<file path="config.mk">
export PLATFORM = sky130hd
export DESIGN_NAME = cdiv_queue
export DESIGN_NICKNAME = d
export VERILOG_FILES = /design/src/rtl/cdiv_pkg.sv /design/src/rtl/cdiv_queue.sv
export SDC_FILE = /design/constraint.sdc
export NUM_CORES = 1
export LEC_CHECK = 0
export BUFFER_PORTS_ARGS = -buffer_cell sky130_fd_sc_hd__buf_2
export CAP_MARGIN = 40
export CORE_MARGIN = 5
export CORE_UTILIZATION = 51
export DETAILED_ROUTE_END_ITERATION = 12
export PLACE_DENSITY_LB_ADDON = 0.25
export RECOVER_POWER = 25
export SYNTH_ARGS = -nofsm -noshare
export SYNTH_HDL_FRONTEND = slang
export SYNTH_SLANG_ARGS = --single-unit
</file>
<file path="constraint.sdc">
create_clock -name clk -period 3.3 [get_ports clk]
set_input_delay 0.33 -clock clk [delete_from_list [all_inputs] [get_ports clk]]
set_output_delay 0.33 -clock clk [all_outputs]
set_load 0.02 [all_outputs]
</file>
<file path="src/rtl/cdiv_pkg.sv">
`timescale 1ns / 1ps
`default_nettype none
package cdiv_pkg;

	localparam int QUEUE_DEPTH = 4;
	localparam int DIV_STEPS = 64;
	localparam logic [4:0] RADIX_RESET = 5'd24;
	localparam logic [0:0] REG_RADIX = 1'b0;

	typedef struct packed {
		logic signed [31:0] dividend_real;
		logic signed [31:0] dividend_imag;
		logic signed [31:0] divisor_real;
		logic signed [31:0] divisor_imag;
	} op_t;

	typedef struct packed {
		logic signed [31:0] quotient_real;
		logic signed [31:0] quotient_imag;
		logic divide_by_zero;
		logic quotient_overflow;
	} res_t;

	typedef struct packed {
		logic neg;
		logic [63:0] mag;
	} num_t;

	// classified item between front and back
	typedef struct packed {
		num_t re;
		num_t im;
		logic sneg;
		logic [31:0] smag;
		logic zero;
	} job_t;

	typedef struct packed {
		logic neg;
		logic [31:0] rem;
		logic [63:0] num;
		logic [63:0] quo;
	} lane_t;

	typedef struct packed {
		lane_t re;
		lane_t im;
		logic sneg;
		logic [31:0] smag;
		logic zero;
	} div_t;

	typedef struct packed {
		logic [31:0] val;
		logic ovf;
	} lane_res_t;

	function automatic num_t split(input logic [63:0] s);
		num_t r;
		r.neg = s[63] && (s != 64'h8000_0000_0000_0000);
		r.mag = r.neg ? (64'd0 - s) : s;
		return r;
	endfunction

	// one restoring division step
	function automatic lane_t div_step(input lane_t l, input logic [31:0] smag);
		lane_t r;
		logic [32:0] t;
		logic ge;
		t = {l.rem, l.num[63]};
		ge = t >= {1'b0, smag};
		r.neg = l.neg;
		r.rem = ge ? 32'(t - {1'b0, smag}) : t[31:0];
		r.num = {l.num[62:0], 1'b0};
		r.quo = {l.quo[62:0], ge};
		return r;
	endfunction

	function automatic lane_res_t lane_finish(input lane_t l, input logic sneg);
		lane_res_t r;
		logic qneg;
		qneg = (l.neg != sneg) && (l.quo != 64'd0);
		if (qneg) begin
			r.ovf = l.quo > 64'h0000_0000_8000_0000;
			r.val = 32'(64'd0 - l.quo);
		end else begin
			r.ovf = l.quo > 64'h0000_0000_7FFF_FFFF;
			r.val = l.quo[31:0];
		end
		return r;
	endfunction

endpackage
`default_nettype wire

</file>
<file path="src/rtl/cdiv_queue.sv">
`timescale 1ns / 1ps
`default_nettype none
module cdiv_queue #(
	parameter int DEPTH = cdiv_pkg::QUEUE_DEPTH
) (
	input  wire logic            clk,
	input  wire logic            arst_n,
	input  wire logic            wr_valid,
	output logic                 wr_ready,
	input  wire cdiv_pkg::job_t  wr_data,
	output logic                 rd_valid,
	input  wire logic            rd_ready,
	output cdiv_pkg::job_t       rd_data
);
	import cdiv_pkg::*;

	localparam int PW = (DEPTH > 1) ? $clog2(DEPTH) : 1;
	localparam int CW = $clog2(DEPTH + 1);

	job_t mem_q [DEPTH];
	logic [PW-1:0] wp_q, rp_q;
	logic [CW-1:0] cnt_q;
	logic push, pop;

	assign wr_ready = cnt_q != CW'(DEPTH);
	assign rd_valid = cnt_q != '0;
	assign rd_data = mem_q[rp_q];
	assign push = wr_valid && wr_ready;
	assign pop = rd_valid && rd_ready;

	always_ff @(posedge clk or negedge arst_n) begin
		if (!arst_n) begin
			wp_q <= '0;
			rp_q <= '0;
			cnt_q <= '0;
		end else begin
			if (push)
				wp_q <= (wp_q == PW'(DEPTH - 1)) ? '0 : wp_q + 1'b1;
			if (pop)
				rp_q <= (rp_q == PW'(DEPTH - 1)) ? '0 : rp_q + 1'b1;
			if (push && !pop)
				cnt_q <= cnt_q + 1'b1;
			else if (pop && !push)
				cnt_q <= cnt_q - 1'b1;
		end
	end

	always_ff @(posedge clk) begin
		if (push)
			mem_q[wp_q] <= wr_data;
	end

endmodule
`default_nettype wire

</file>
==> impl_metrics.json, run 1 <==
{
  "status": "complete, no violations",
  "ys.flop_type": "edfxtp_1",
  "ir_worst_vdd_uv": 639,
  "r2r_end": "cnt_q[2]",
  "clock_path_buffers": 3,
  "io_pins": 334,
  "p_per_area_nw_per_um2": 907,
  "route.detailed.drc": 0,
  "grt_max_degree": 118,
  "max-slew-margin-rel": 0.492,
  "cts_sinks": 663,
  "coreArea_um2": 46700,
  "routed_wl_um": 49200,
  "r2r_slack_ns": 1.14,
  "ys_types": 20,
  "clock_latency_ns": 0.58,
  "vias_per_cell": 5.41,
  "synth_top_area_share": 0.817,
  "area_delta_synth_final_pct": 25.5,
  "postSynthCellCount": 893,
  "path_clk_slew_ns": 0.06,
  "endpoint_kind": "primary output",
  "r2r_cells": 8,
  "grt_overflow": 0,
  "cts_tree": "yes",
  "net-switching-power_uw": 8740,
  "cap_violations": 0,
  "p_int_uw": 18700,
  "grt_pass1_wl_um": 74100,
  "die_w_um": 227,
  "cts_root_buffer": "clkbuf_16",
  "hold_path.class": "in -> reg",
  "cts_resized": 0,
  "cts.htree.levels": 3,
  "drive_gt1_frac": 0.357,
  "ant_nets": 0,
  "ys_seq_elements": 663,
  "p_sw_frac": 0.318,
  "antenna_found_initial": 4,
  "netlist_area_um2": 24100,
  "syn_area_per_cell_um2": 27.0,
  "start_util": 0.517,
  "port_buffers": 333,
  "yosysTopAreaCell": "edfxtp_1",
  "track_usage": 0.191,
  "setup_viol": 0,
  "grt_pass1_vias": 12400,
  "utilization": 0.649,
  "synth_common_cells": "656 x edfxtp_1, 164 x mux4_2, 17 x buf_2",
  "synth_nets": 1068,
  "place_congestion": 0.718,
  "die_y_um": 227,
  "hold_depth": 3,
  "clock_skew_ns": 0.0144,
  "hold_viol": 0,
  "min_period_ns": 2.90,
  "ys_seq_area_frac": 0.824,
  "synth_area_leaders": "edfxtp_1 82%, mux4_2 15%, buf_6 0.75%",
  "cp-start-kind": "register",
  "synth_edf_count": 656,
  "cts_made_buffers": 66,
  "drt_iter0_drc": 769,
  "final_max_slew_viol_count": 0,
  "arrival_ns": 2.57,
  "comb_power_share": 0.322,
  "dieArea_um2": 51700,
  "async_flop_share": 0.0106,
  "synth_warnings": 0,
  "worstSetupPathType": "reg -> out",
  "endpoint": "rd_data[91]",
  "finalCritPeriodShare": 0.880,
  "seq_power_share": 0.426,
  "worstMarginPinSlew_ns": 0.761,
  "tns_ns": 0,
  "drt-pass1-iter-count": 4,
  "nets": 1633,
  "required_ns": 2.97,
  "p_clk_frac": 0.253,
  "reg2reg_from": "cnt_q[1]",
  "startpoint": "rp_q[0]",
  "wl_per_cell_um": 23.3,
  "dpl.hpwl_um": 29200,
  "fmax_mhz": 345,
  "route.vias.total": 11500,
  "critPathMaxFanout": 25,
  "synth.most_common_cell": "edfxtp_1",
  "leakage_uw": 0.0102,
  "rsz0062_at_grt": "no",
  "num_rows": 79
}
## registers in the layout, summed over array words and instances (netlist names)
register	cells
mem_q	656
rp_q	2
cnt_q	3
wp_q	2
## cell usage in the layout, fill, tap and decap left out, types with 5 or more instances in the layout
master,instances
clkbuf_1,108
buf_4,22
ha_1,6
clkbuf_16,68
edfxtp_1,656
mux4_2,164
buf_12,14
dlygate4sd3_1,165
clkinv_2,7
clkinv_1,16
buf_2,238
dfrtp_1,5
## layer usage
| metal | share of wire | routed length (µm) | GRT usage |
|---|---|---|---|
| met1 | 0.39 | 19300 | 0.252 |
| met2 | 0.51 | 25300 | 0.318 |
| met3 | 0.068 | 3370 | 0.0533 |
| met4 | 0.024 | 1200 | 0.0569 |
| met5 | 0.00026 | 13 | 0 |
## what timing repair did
item / in CTS / in global routing
buffers inserted: 0 / 0
hold endpoints to repair: 663 / 0
hold buffers: 165 / 0
## cells by family (layout without fill, tap and decap cells)
family	count (synthesis)	count (layout)	synth area share
xor gates and xnor gates	3	3	0.00109
adders and majority gates	7	7	0.00394
buffers and inverters	40	652	0.0122
DFF	663	663	0.824
muxes	169	169	0.156
other	0	3	0
and+or+nand+nor	11	11	0.00301
## worst min path at each step
stage	startpoint	end	slack, ns
2_1_floorplan	arst_n	cnt_q[0]	0.03
3_3_place_gp	arst_n	rp_q[1]	0.18
3_5_place_dp	arst_n	cnt_q[2]	0.18
4_1_cts	rd_ready	rp_q[1]	0.10
5_1_grt	rd_ready	rp_q[0]	0.13
6_report	rd_ready	rp_q[1]	0.15
## final cells by class
cell class	instances	area, µm²
Inverter	3	11.3
Multi-Input combinational cell	190	3970
Clock buffer	81	1750
Clock inverter	34	256
Tap cell	607	759
Antenna cell	3	7.51
Timing Repair Buffer	534	3640
Sequential cell	663	19900
Fill cell	3031	16400
## metrics by stage
stage / cells / hold slack, ns / worst slack (ns) / area, µm² / total power, µW
finish: 2115 / 0.146 / 0.397 / 30300 / 27500
global route: 2114 / 0.131 / 0.200 / 30300 / 28700
CTS: 2112 / 0.102 / 0.305 / 30400 / 27900
detailed placement: 1832 / 0.175 / 0.960 / 26700 / 20700
global placement: 1832 / 0.176 / 0.972 / 26700 / 20600
floorplan: 893 / 0.0344 / 0.145 / 24100 / 17700
## critical path, cell delays in order, from the launching register on
cell and delay (ns):
dfrtp_4 0.79, buf_4 0.41, mux4_2 0.57, buf_2 0.18
## power by group through the flow
stage               Sequential (µW)  Clock, µW  Combinational [µW]
floorplan                     11600          0                6070
global placement              11800          0                8830
detailed placement            11900          0                8840
CTS                           11700       7120                9040
global route                  11800       7490                9410
finish                        11700       6940                8830
Power figures use the tool's default switching activity.
==> run 2: changes to the inputs <==
Clock period 3.3 ns to 2.6 ns, I/O delays scaled along.
==> impl_metrics.json, run 2 (synthesized netlist as in run 1, its figures left out) <==
{
  "status": "complete, no violations",
  "r2r_slack_ns": 0.35,
  "clock_latency_ns": 0.60,
  "worstSetupPathType": "reg -> out",
  "num_rows": 79,
  "track_usage": 0.192,
  "cp-start-kind": "register",
  "die_w_um": 227,
  "reg2reg_from": "cnt_q[1]",
  "grt_pass1_wl_um": 74800,
  "final_max_slew_viol_count": 0,
  "endpoint_kind": "primary output",
  "required_ns": 2.34,
  "setup_ws_ns": 0.122,
  "dpl-instance-area_um2": 26800,
  "cts_tree": "yes",
  "top_regs": "mem_q (656), cnt_q (3)",
  "r2r_cells": 8,
  "path_clk_slew_ns": 0.06,
  "ir_worst_vdd_uv": 799,
  "fmax_mhz": 404,
  "finalPower_uw": 35500,
  "seq_power_share": 0.412,
  "p_per_area_nw_per_um2": 1160,
  "net-switching-power_uw": 11200,
  "leakage_uw": 0.0104,
  "setup_viol": 0,
  "diodes": 0,
  "grt_pass1_vias": 12600,
  "hold_viol": 0,
  "p_clk_frac": 0.257,
  "p_int_uw": 24300,
  "routed_wl_um": 49500,
  "grt_overflow": 0,
  "layout_common_cells": "656 x edfxtp_1, 235 x buf_2, 165 x dlygate4sd3_1, 164 x mux4_2, 112 x clkbuf_1",
  "ant_nets": 0,
  "r2r_end": "cnt_q[2]",
  "critPathSlowestCell": "mux4_2",
  "io_pins": 334,
  "clock_skew_ns": 0.0163,
  "p_sw_frac": 0.315,
  "cp_slowest_stage_delay_ns": 0.58,
  "dieArea_um2": 51700,
  "cts_root_buffer": "clkbuf_16",
  "nets": 1646,
  "area_delta_synth_final_pct": 26.8,
  "drive_gt1_frac": 0.364,
  "dpl.hpwl_um": 29800,
  "arrival_ns": 2.22,
  "utilization": 0.655,
  "max-slew-margin-rel": 0.633,
  "worstMarginPinSlew_ns": 0.550,
  "largest_reg_flops": 656,
  "antenna_found_initial": 3,
  "drt-pass1-iter-count": 5,
  "cap_violations": 0,
  "critPathMaxFanout": 28,
  "rsz0062_at_grt": "no",
  "clock_path_buffers": 3,
  "place_ws_ns": 0.378,
  "coreArea_um2": 46700,
  "hold_path.class": "in -> reg",
  "port_buffers": 333,
  "place_congestion": 0.721,
  "cts.htree.levels": 3,
  "cts_made_buffers": 67,
  "finalCritPeriodShare": 0.953,
  "grt_max_degree": 68,
  "route.vias.total": 11500,
  "hold_depth": 3,
  "start_util": 0.517,
  "drt_iter0_drc": 743,
  "die_y_um": 227,
  "route.detailed.drc": 0,
  "cts_sinks": 663,
  "hold_end": "rp_q[0]",
  "worstHoldStart": "rd_ready",
  "min_period_ns": 2.48,
  "vias_per_cell": 5.42,
  "regMostFlops": "mem_q",
  "crit_chain": "buf_12, buf_16, mux4_2, buf_2",
  "final_area_um2": 30600,
  "final_common_cell": "edfxtp_1",
  "wl_per_cell_um": 23.3,
  "comb_power_share": 0.331
}
==> run 2: cell count changes in the layout (fill, tap and decap cells not counted), moves of 2 or more <==
cell and delta:
buf_12 +3, buf_16 +2, buf_2 -3, buf_4 +2, buf_6 +3, bufinv_16 +2
clkbuf_1 +4, clkbuf_16 +3, clkinv_1 -3, clkinv_2 +2, diode_2 -3, inv_6 +2
==> run 2: worst max-delay path, delay by kind of cell, from the launching register on <==
family   cells  cell delay (ns)
mux          1             0.58
flops        1             0.47
buf+inv      3             0.53
==> run 2: layout make-up <==
type | instances | area (µm²)
clock buffer | 85 | 1800
clock inverter | 34 | 300
fill | 3061 | 16100
inverter | 3 | 11.3
multi-input combinational | 190 | 3970
sequential | 663 | 19900
tap | 607 | 759
timing repair buffer | 546 | 3870
==> run 2: worst max path at each step <==
stage	end	cells past startpoint	slack, ns	from
after floorplan	mem_q[0][0]	2	-0.56	cnt_q[2]
after global placement	cnt_q[2]	8	0.46	cnt_q[1]
after detailed placement	cnt_q[2]	8	0.38	cnt_q[1]
after CTS	rd_data[7]	4	-0.02	rp_q[0]
after global routing	rd_data[7]	4	0.005	rp_q[0]
final	rd_data[45]	4	0.12	rp_q[0]
==> run 2: repair_timing <==
action / 4_1_cts / 5_1_grt
gates resized for setup: 5 / 3
buffers inserted: 0 / 1
endpoints found under the hold margin: 663 / 0
setup endpoints to repair: 31 / 84
hold buffers: 165 / 0
cloned: 0 / 2
==> run 2: layer usage <==
| layer | global-route usage | wire [µm] |
|---|---|---|
| met5 | 0 | 36 |
| met4 | 0.0660 | 1370 |
| met3 | 0.0509 | 3730 |
| met2 | 0.314 | 25000 |
| met1 | 0.255 | 19400 |
==> run 2: metrics by stage <==
stage / TNS [ns] / instances / hold slack (ns)
4_1_cts: -0.209 / 2125 / 0.0201
3_5_place_dp: 0 / 1841 / 0.102
2_1_floorplan: -364.38 / 893 / -0.0356
6_report: 0 / 2128 / 0.104
3_3_place_gp: 0 / 1841 / 0.103
5_1_grt: 0 / 2128 / 0.0848
==> run 2: power by group through the flow <==
stage                     registers (µW)  logic [µW]  clock network (µW)
after floorplan                    14800        7700                   0
after global placement             14700       11500                   0
after detailed placement           14900       11500                   0
after CTS                          14700       11800                9380
after global routing               14800       12500                9860
final                              14600       11700                9120
